==> src/rtl/b64e_pkg.sv <==
`timescale 1ns / 1ps

package b64e_pkg;

    // ASCII padding character
    localparam logic [7:0] PAD_CHAR = 8'h3D;

    // Default number of queue entries between front and back
    localparam int QUEUE_DEPTH = 2;

    // One classified byte: up to four characters and where they end
    typedef struct packed {
        logic [3:0][7:0] chars;
        logic [1:0]      last_idx;
        logic            fin;
    } t_entry;

    // Map a 6-bit code to the standard base64 alphabet
    function automatic logic [7:0] b64_char(input logic [5:0] six);
        logic [7:0] six_w;
        six_w = {2'b00, six};
        if (six < 6'd26) begin
            return 8'h41 + six_w;
        end else if (six < 6'd52) begin
            return 8'h61 + six_w - 8'd26;
        end else if (six < 6'd62) begin
            return 8'h30 + six_w - 8'd52;
        end else if (six == 6'd62) begin
            return 8'h2B;
        end else begin
            return 8'h2F;
        end
    endfunction

endpackage

==> src/rtl/b64e_if.sv <==
`timescale 1ns / 1ps

// Byte channel: one message byte per transfer
interface b64e_byte_if;
    logic       valid;
    logic       ready;
    logic [7:0] data_byte;
    logic       final_byte;

    modport source (output valid, output data_byte, output final_byte, input ready);
    modport sink   (input valid, input data_byte, input final_byte, output ready);
endinterface

// Character channel: one encoded character per transfer
interface b64e_char_if;
    logic       valid;
    logic       ready;
    logic [7:0] char_code;
    logic       final_char;

    modport source (output valid, output char_code, output final_char, input ready);
    modport sink   (input valid, input char_code, input final_char, output ready);
endinterface

==> src/rtl/base64_stream_encoder.sv <==
`timescale 1ns / 1ps

// Streaming base64 encoder, standard alphabet with '=' padding.
// i_byte: one message byte per transfer; final_byte marks the last byte.
// o_char: one ASCII character per transfer; final_char marks the last one.
// The front classifies each byte by its place in a 3-byte group and builds
// the characters it completes (one or two, or two to four on a final byte,
// padded with '=' when the group is short). A small entry queue feeds the
// back, which sends one character per cycle from an output register while
// the receiver is ready. A byte's characters pass the queue, then that register.
// Throughput: a byte is taken each cycle while the queue has room; the
// output port sends four characters per three bytes, so over a long
// message the output port sets the pace.
// An empty message yields nothing. After a final byte the group state is
// back to its start, so the next message follows at once.
// Reset clears group state, queue and output valid. When the receiver
// stalls, the character on o_char holds; bytes are still taken until the
// queue is full.
module base64_stream_encoder #(
    parameter int QueueDepth = b64e_pkg::QUEUE_DEPTH
) (
    input logic         i_clk,
    input logic         i_rst_n,
    b64e_byte_if.sink   i_byte,
    b64e_char_if.source o_char
);
    import b64e_pkg::*;

    t_entry w_push_entry, w_head_entry;
    logic   w_push, w_room, w_pop, w_avail;

    b64e_front u_front (
        .i_clk        (i_clk),
        .i_rst_n      (i_rst_n),
        .i_valid      (i_byte.valid),
        .o_ready      (i_byte.ready),
        .i_data_byte  (i_byte.data_byte),
        .i_final_byte (i_byte.final_byte),
        .o_push       (w_push),
        .o_entry      (w_push_entry),
        .i_room       (w_room)
    );

    b64e_queue #(
        .Depth (QueueDepth)
    ) u_queue (
        .i_clk   (i_clk),
        .i_rst_n (i_rst_n),
        .i_push  (w_push),
        .i_entry (w_push_entry),
        .o_room  (w_room),
        .i_pop   (w_pop),
        .o_avail (w_avail),
        .o_entry (w_head_entry)
    );

    b64e_back u_back (
        .i_clk        (i_clk),
        .i_rst_n      (i_rst_n),
        .i_avail      (w_avail),
        .i_entry      (w_head_entry),
        .o_pop        (w_pop),
        .o_valid      (o_char.valid),
        .i_ready      (o_char.ready),
        .o_char_code  (o_char.char_code),
        .o_final_char (o_char.final_char)
    );

endmodule

==> src/rtl/b64e_front.sv <==
`timescale 1ns / 1ps

module b64e_front (
    input  logic             i_clk,
    input  logic             i_rst_n,
    input  logic             i_valid,
    output logic             o_ready,
    input  logic [7:0]       i_data_byte,
    input  logic             i_final_byte,
    output logic             o_push,
    output b64e_pkg::t_entry o_entry,
    input  logic             i_room
);
    import b64e_pkg::*;

    localparam logic [1:0] PH_0 = 2'd0;
    localparam logic [1:0] PH_1 = 2'd1;
    localparam logic [1:0] PH_2 = 2'd2;

    logic [1:0] r_phase, n_phase;
    logic [3:0] r_carry, n_carry;
    logic       w_take;

    assign o_ready = i_room;
    assign w_take  = i_valid && i_room;
    assign o_push  = w_take;

    // Classify the byte against the group phase and build its characters
    always_comb begin
        o_entry          = '0;
        o_entry.chars[2] = PAD_CHAR;
        o_entry.chars[3] = PAD_CHAR;
        n_phase          = r_phase;
        n_carry          = r_carry;
        case (r_phase)
            PH_1: begin
                o_entry.chars[0] = b64_char({r_carry[1:0], i_data_byte[7:4]});
                o_entry.chars[1] = b64_char({i_data_byte[3:0], 2'b00});
                if (i_final_byte) begin
                    o_entry.last_idx = 2'd2;
                    o_entry.fin      = 1'b1;
                    n_phase          = PH_0;
                    n_carry          = 4'd0;
                end else begin
                    o_entry.last_idx = 2'd0;
                    n_phase          = PH_2;
                    n_carry          = i_data_byte[3:0];
                end
            end
            PH_2: begin
                o_entry.chars[0] = b64_char({r_carry, i_data_byte[7:6]});
                o_entry.chars[1] = b64_char(i_data_byte[5:0]);
                o_entry.last_idx = 2'd1;
                o_entry.fin      = i_final_byte;
                n_phase          = PH_0;
                n_carry          = 4'd0;
            end
            default: begin
                o_entry.chars[0] = b64_char(i_data_byte[7:2]);
                o_entry.chars[1] = b64_char({i_data_byte[1:0], 4'b0000});
                if (i_final_byte) begin
                    o_entry.last_idx = 2'd3;
                    o_entry.fin      = 1'b1;
                    n_phase          = PH_0;
                    n_carry          = 4'd0;
                end else begin
                    o_entry.last_idx = 2'd0;
                    n_phase          = PH_1;
                    n_carry          = {2'b00, i_data_byte[1:0]};
                end
            end
        endcase
    end

    // Advance phase and carry on each byte transfer
    always_ff @(posedge i_clk) begin
        if (!i_rst_n) begin
            r_phase <= PH_0;
            r_carry <= 4'd0;
        end else if (w_take) begin
            r_phase <= n_phase;
            r_carry <= n_carry;
        end
    end

endmodule

==> src/rtl/b64e_queue.sv <==
`timescale 1ns / 1ps

module b64e_queue #(
    parameter int Depth = b64e_pkg::QUEUE_DEPTH
) (
    input  logic             i_clk,
    input  logic             i_rst_n,
    input  logic             i_push,
    input  b64e_pkg::t_entry i_entry,
    output logic             o_room,
    input  logic             i_pop,
    output logic             o_avail,
    output b64e_pkg::t_entry o_entry
);
    import b64e_pkg::*;

    localparam int AW = (Depth > 1) ? $clog2(Depth) : 1;
    localparam int CW = $clog2(Depth + 1);
    localparam logic [AW-1:0] LAST_PTR = AW'(Depth - 1);
    localparam logic [CW-1:0] FULL_CNT = CW'(Depth);

    t_entry          r_mem [Depth];
    logic [AW-1:0]   r_wr_ptr, r_rd_ptr;
    logic [CW-1:0]   r_count;
    logic            w_wr, w_rd;

    assign o_room  = (r_count != FULL_CNT);
    assign o_avail = (r_count != '0);
    assign o_entry = r_mem[r_rd_ptr];
    assign w_wr    = i_push && o_room;
    assign w_rd    = i_pop && o_avail;

    // Store pushed entries
    always_ff @(posedge i_clk) begin
        if (w_wr) begin
            r_mem[r_wr_ptr] <= i_entry;
        end
    end

    // Advance pointers and track fill level
    always_ff @(posedge i_clk) begin
        if (!i_rst_n) begin
            r_wr_ptr <= '0;
            r_rd_ptr <= '0;
            r_count  <= '0;
        end else begin
            if (w_wr) begin
                r_wr_ptr <= (r_wr_ptr == LAST_PTR) ? '0 : r_wr_ptr + 1'b1;
            end
            if (w_rd) begin
                r_rd_ptr <= (r_rd_ptr == LAST_PTR) ? '0 : r_rd_ptr + 1'b1;
            end
            if (w_wr && !w_rd) begin
                r_count <= r_count + 1'b1;
            end else if (w_rd && !w_wr) begin
                r_count <= r_count - 1'b1;
            end
        end
    end

endmodule

==> src/rtl/b64e_back.sv <==
`timescale 1ns / 1ps

module b64e_back (
    input  logic             i_clk,
    input  logic             i_rst_n,
    input  logic             i_avail,
    input  b64e_pkg::t_entry i_entry,
    output logic             o_pop,
    output logic             o_valid,
    input  logic             i_ready,
    output logic [7:0]       o_char_code,
    output logic             o_final_char
);
    import b64e_pkg::*;

    t_entry     r_cur;
    logic       r_busy;
    logic [1:0] r_idx;
    logic       w_xfer, w_at_end;

    assign o_valid      = r_busy;
    assign w_xfer       = r_busy && i_ready;
    assign w_at_end     = (r_idx == r_cur.last_idx);
    assign o_pop        = i_avail && (!r_busy || (w_xfer && w_at_end));
    assign o_char_code  = r_cur.chars[r_idx];
    assign o_final_char = r_cur.fin && w_at_end;

    // Hold the current entry; step one character per transfer
    always_ff @(posedge i_clk) begin
        if (!i_rst_n) begin
            r_busy <= 1'b0;
            r_idx  <= 2'd0;
        end else if (o_pop) begin
            r_busy <= 1'b1;
            r_idx  <= 2'd0;
        end else if (w_xfer) begin
            if (w_at_end) begin
                r_busy <= 1'b0;
                r_idx  <= 2'd0;
            end else begin
                r_idx <= r_idx + 2'd1;
            end
        end
    end

    // Load the next entry payload
    always_ff @(posedge i_clk) begin
        if (o_pop) begin
            r_cur <= i_entry;
        end
    end

endmodule

==> src/flat_wrapper.sv <==
// flat-port wrapper written by rule: the top's interface ports become plain ports
module base64_stream_encoder_flat import b64e_pkg::*;
#(
    parameter int QueueDepth = b64e_pkg::QUEUE_DEPTH
)
  (i_clk, i_rst_n, i_byte_valid, i_byte_data_byte, i_byte_final_byte, i_byte_ready, o_char_valid, o_char_char_code, o_char_final_char, o_char_ready);
  b64e_byte_if i_byte_i ();
  b64e_char_if o_char_i ();
  input logic i_clk;
  input logic i_rst_n;
  input wire logic [$bits(i_byte_i.valid)-1:0] i_byte_valid;
  input wire logic [$bits(i_byte_i.data_byte)-1:0] i_byte_data_byte;
  input wire logic [$bits(i_byte_i.final_byte)-1:0] i_byte_final_byte;
  output wire logic [$bits(i_byte_i.ready)-1:0] i_byte_ready;
  output wire logic [$bits(o_char_i.valid)-1:0] o_char_valid;
  output wire logic [$bits(o_char_i.char_code)-1:0] o_char_char_code;
  output wire logic [$bits(o_char_i.final_char)-1:0] o_char_final_char;
  input wire logic [$bits(o_char_i.ready)-1:0] o_char_ready;
  assign i_byte_i.valid = i_byte_valid;
  assign i_byte_i.data_byte = i_byte_data_byte;
  assign i_byte_i.final_byte = i_byte_final_byte;
  assign i_byte_ready = i_byte_i.ready;
  assign o_char_valid = o_char_i.valid;
  assign o_char_char_code = o_char_i.char_code;
  assign o_char_final_char = o_char_i.final_char;
  assign o_char_i.ready = o_char_ready;
  base64_stream_encoder #(.QueueDepth(QueueDepth)) u_core (.i_clk(i_clk), .i_rst_n(i_rst_n), .i_byte(i_byte_i), .o_char(o_char_i));
endmodule
==> config.mk <==
export PLATFORM = sky130hd
export DESIGN_NAME = base64_stream_encoder_flat
export DESIGN_NICKNAME = d
export VERILOG_FILES = /design/src/rtl/b64e_pkg.sv /design/src/rtl/b64e_if.sv /design/src/rtl/base64_stream_encoder.sv /design/src/rtl/b64e_front.sv /design/src/rtl/b64e_queue.sv /design/src/rtl/b64e_back.sv /design/src/flat_wrapper.sv
export SDC_FILE = /design/constraint.sdc
export NUM_CORES = 1
export LEC_CHECK = 0
export BUFFER_PORTS_ARGS = -buffer_cell sky130_fd_sc_hd__buf_2
export CAP_MARGIN = 10
export CORE_UTILIZATION = 43
export CTS_BUF_LIST = sky130_fd_sc_hd__clkbuf_16
export CTS_CLUSTER_DIAMETER = 120
export DETAILED_ROUTE_END_ITERATION = 16
export SLEW_MARGIN = 20
export SYNTH_ARGS = -nofsm -noshare
export SYNTH_HDL_FRONTEND = slang
export SYNTH_SLANG_ARGS = --single-unit
==> constraint.sdc <==
create_clock -name i_clk -period 7.9 [get_ports i_clk]
set_input_delay 1.58 -clock i_clk [delete_from_list [all_inputs] [get_ports i_clk]]
set_output_delay 1.58 -clock i_clk [all_outputs]
set_load 0.02 [all_outputs]
==> out/results.md <==
### Status
- completed — outcome

### STA
- 506 ps — tightest hold margin
- 4.75 ps — worst clock skew
- 0 — Fin. Hold Viols
- 0 — endpoints failing setup
- 259 MHz — fmax
- no — setup repair after global routing missed its margin
- 0.404 — worst-case headroom to the max-slew limit
- 0.489 — final worst-path cycle share
- 0 ps — total negative setup slack
- 3870 ps — final worst path period need
- 892 ps — Worst Max-Slew Pin Slew
- 0 — Final Max Tran Viols

### GRT
- 0.201 — total global-route track usage
- 17.4 mm — global-route wire length before repair
- 0 — total overflow reported by the global router
- 3403 — number of global-route vias before repair
- 24 — pin count of the biggest net entering global routing
- 0 — initial antenna violation count

### Synthesis
- 0.0619 — Adder-Cell Fraction of Synth Area
- edfxtp_1, nand2_1, a21oi_1 — most frequent cells after synthesis
- 0 — warnings from Yosys
- 57 — number of flops mapped to enable cells by yosys
- 0.184 — post-synthesis compound-gate area fraction
- edfxtp_1 — most instantiated flip-flop cell in the synthesis netlist
- 474 — instance count of the mapped netlist
- 9.81 µm² — mean area per synthesized cell
- 0.0358 — XOR/XNOR share of the synthesized area
- 510 — synthesized netlist net count
- 0.168 — simple logic cell fraction of the synthesized area
- edfxtp_1 — cell with the most instances after synthesis
- 0 — share of async-settable or async-resettable flops after synthesis
- 70 — Synth Register Bits
- edfxtp_1, ha_1, mux2_2, dfxtp_1, xnor2_1 — most area-consuming cells after synthesis
- 0.0759 — multiplexer area fraction after synthesis
- compound AO/OA/AOI/OAI gates — combinational family with the most area after synthesis
- 0.424 — sequential-to-total area share from yosys stat
- 0.00465 mm² — Post-Syn Area
- edfxtp_1 — cell type with the largest total area after synthesis
- 0.368 — proportion of netlist area held by the largest area contributor
- 64 — library cells used by synthesis

### Power and ir drop
- 0.400 mW — Psw
- 257 mW/mm² — power per cell area
- 169 µV — Max VDD drop
- 0.432 — part of the total power dissipated in sequential elements
- 0.907 mW — internal power
- 0.285 — relative contribution of the clock network to total power
- 0.306 — fraction of power spent switching nets
- 1.86 nW — Static Leak
- 0.283 — Gate power share

### Worst setup path
- buf_2 > ha_1 > nor2b_1 > mux2_2 > a211oi_1 > o221ai_1 > o211ai_1 — CP Cell Sequence
- in -> reg — critical path class
- u_core.u_front.r_carry[1]$_SDFFE_PN0P_ — Worst R2R Start
- 530 ps — stage delay of the slowest cell on the critical path
- 3980 ps — Arr. time, crit path
- 19 — largest fanout on the critical path
- 7 — FF-to-FF path depth
- register — Worst Setup End Kind
- 8010 ps — Critical Path RT
- u_core.u_queue.r_mem[0][4]$_DFFE_PP_ — Crit Reg-Reg Endpoint
- primary input — startpoint kind of the worst setup timing path
- nor2b_1 — CP max-delay cell
- 5180 ps — Reg2Reg Setup Slack

### Detailed routing
- 5 — iteration count of the initial detailed-routing pass
- 284 — First DRT Iteration DRCs
- 5.84 — number of vias per cell after detailed routing
- 17.4 µm — WL per Instance
- 3606 — via count
- 0 — number of remaining DRC errors
- 0 — DRT antenna net count
- 10.7 mm — total routed wirelength

### Floorplan
- 0.0112 mm² — full die area
- 106 µm — die extent in y
- 0.0104 mm² — Floorplan Core Area
- 0.446 — effective utilization at floorplan
- 37 — row count
- 24 — # IOs
- 106 µm — die outline width

### Clocking
- 9 — CTS Buf Count
- 0 — number of hold-repair buffers added at the cts stage
- clkbuf_16 — cell chosen for the clock root
- 70 — clock sink count
- 320 ps — clock latency of the later-clocked register in the worst-skew pair
- 0 — number of setup buffers added after CTS
- 3 — number of levels in the clock H-tree
- done — TritonCTS clock tree
- 2 — number of buffers on the longest clock path
- 50 ps — Clock Pin Slew Worst Setup and Hold Paths
- 0 — PostCTS Resize Cnt

### Hold path
- reg -> reg — Hold Path Class
- u_core.u_back.r_idx[0]$_SDFFE_PP0N_ — worst-case hold path end point
- u_core.u_back.o_valid$_SDFFE_PN0P_ — critical hold path startpoint
- 2 — count of cells along the worst hold path

### Place
- 7.64 mm — Detailed Place HPWL
- 23 — quantity of I/O buffers inserted on ports
- 0.905 — routability congestion estimate from global placement

### Final layout
- 0.141 — fraction of layout instances using a drive strength above 1
- 966 — number of fillers in the final layout
- 0.00244 mm² — multi-input gate area in the final layout
- 512 — net total in the final layout
- 0.487 — final core utilization
- 0 — number of antenna diodes
- 0.00197 mm² — sequential cell area
- 9.23% — area growth from synthesis to final layout

### Job
- 0 — Maximum Capacitance Violations

## state kept, by name, indices dropped and copies added, names as in the netlist
name / flops
u_core.u_queue.r_count: 2
u_core.u_queue.r_wr_ptr: 1
u_core.u_front.r_phase: 2
u_core.u_queue.r_rd_ptr: 1
u_core.u_back.o_valid: 1
u_core.u_back.r_cur: 19
u_core.u_back.r_idx: 2
u_core.u_queue.r_mem: 38
u_core.u_front.r_carry: 4
## worst max-delay path, delay by kind of cell
family	cells	cell delay [ps]
fa+ha+maj	1	520
mux	1	400
buf+inv	1	310
compound gates	3	630
simple gates	1	530
## cell usage in the layout, fill, tap and decap left out, types with 3 or more instances in the layout
cell type	Yosys	layout
mux2i_1	6	6
inv_1	22	23
xnor2_1	17	17
nand3b_1	3	3
o221ai_1	3	3
o311ai_0	3	3
clkbuf_16	0	9
dfxtp_1	13	13
o211ai_1	8	8
nand2_1	39	39
a32oi_1	3	3
and2_1	5	5
a21o_1	7	7
nand4_1	4	4
a221oi_1	3	3
o31ai_1	4	4
nor2_1	19	19
mux2_2	25	25
o21ai_0	20	20
buf_2	10	23
a22oi_1	6	6
a211o_1	7	7
nor2b_1	19	19
clkinv_2	0	3
or3_1	5	5
nor3_1	15	15
and3_1	3	3
edfxtp_1	57	57
a31oi_1	13	13
a21oi_1	27	27
ha_1	23	23
nand2b_1	7	7
a211oi_1	4	4
nand3_1	17	17
## kinds of logic after synthesis
family / after synthesis
AO/OA/AOI/OAI: 125
multiplexers: 32
adder cells (fa/ha/maj): 23
buffers and inverters: 56
flip-flops: 70
AND/OR/NAND/NOR: 149
XOR/XNOR: 19
## area by class of cell
type	instances	share of cell area
multi-input combinational	348	0.481
clock buffer	9	0.0444
timing repair buffer	25	0.0256
inverter	22	0.0163
sequential	70	0.388
clock inverter	7	0.0111
tap	136	0.0335
## metal layers
layer,part of all wire,global-route usage
met3,0.043,0.0294
met5,0,0
met4,0.027,0.104
met1,0.46,0.263
met2,0.47,0.324
## power groups by stage
stage / sequential (mW) / clock (mW) / combinational (mW)
6_report: 0.565 / 0.373 / 0.369
5_1_grt: 0.576 / 0.395 / 0.408
3_3_place_gp: 0.571 / 0 / 0.363
3_5_place_dp: 0.573 / 0 / 0.367
4_1_cts: 0.566 / 0.381 / 0.370
2_1_floorplan: 0.541 / 0 / 0.300
## through the flow
| stage | area (µm²) | power [mW] | cells | setup WS [ps] |
|---|---|---|---|---|
| 2_1_floorplan | 4650 | 0.841 | 474 | 4330 |
| 3_3_place_gp | 4800 | 0.934 | 601 | 3910 |
| 3_5_place_dp | 4800 | 0.940 | 601 | 3790 |
| 4_1_cts | 5080 | 1.32 | 617 | 4120 |
| 5_1_grt | 5080 | 1.38 | 617 | 3940 |
| 6_report | 5080 | 1.31 | 617 | 4030 |
## how the worst max path moves through the flow
| stage | start | end | slack (ps) | depth (start not counted) |
|---|---|---|---|---|
| 5_1_grt | i_byte_data_byte[7] | u_core.u_queue.r_mem[0][5]$_DFFE_PP_ | 3940 | 7 |
| 2_1_floorplan | i_byte_data_byte[2] | u_core.u_queue.r_mem[0][11]$_DFFE_PP_ | 4330 | 6 |
| 3_3_place_gp | i_byte_data_byte[7] | u_core.u_queue.r_mem[0][5]$_DFFE_PP_ | 3910 | 7 |
| 6_report | i_byte_data_byte[7] | u_core.u_queue.r_mem[0][5]$_DFFE_PP_ | 4030 | 7 |
| 3_5_place_dp | i_byte_data_byte[7] | u_core.u_queue.r_mem[1][5]$_DFFE_PP_ | 3790 | 7 |
| 4_1_cts | i_byte_data_byte[7] | u_core.u_queue.r_mem[0][5]$_DFFE_PP_ | 4120 | 7 |
No activity file was read; power rests on OpenSTA's default activity.
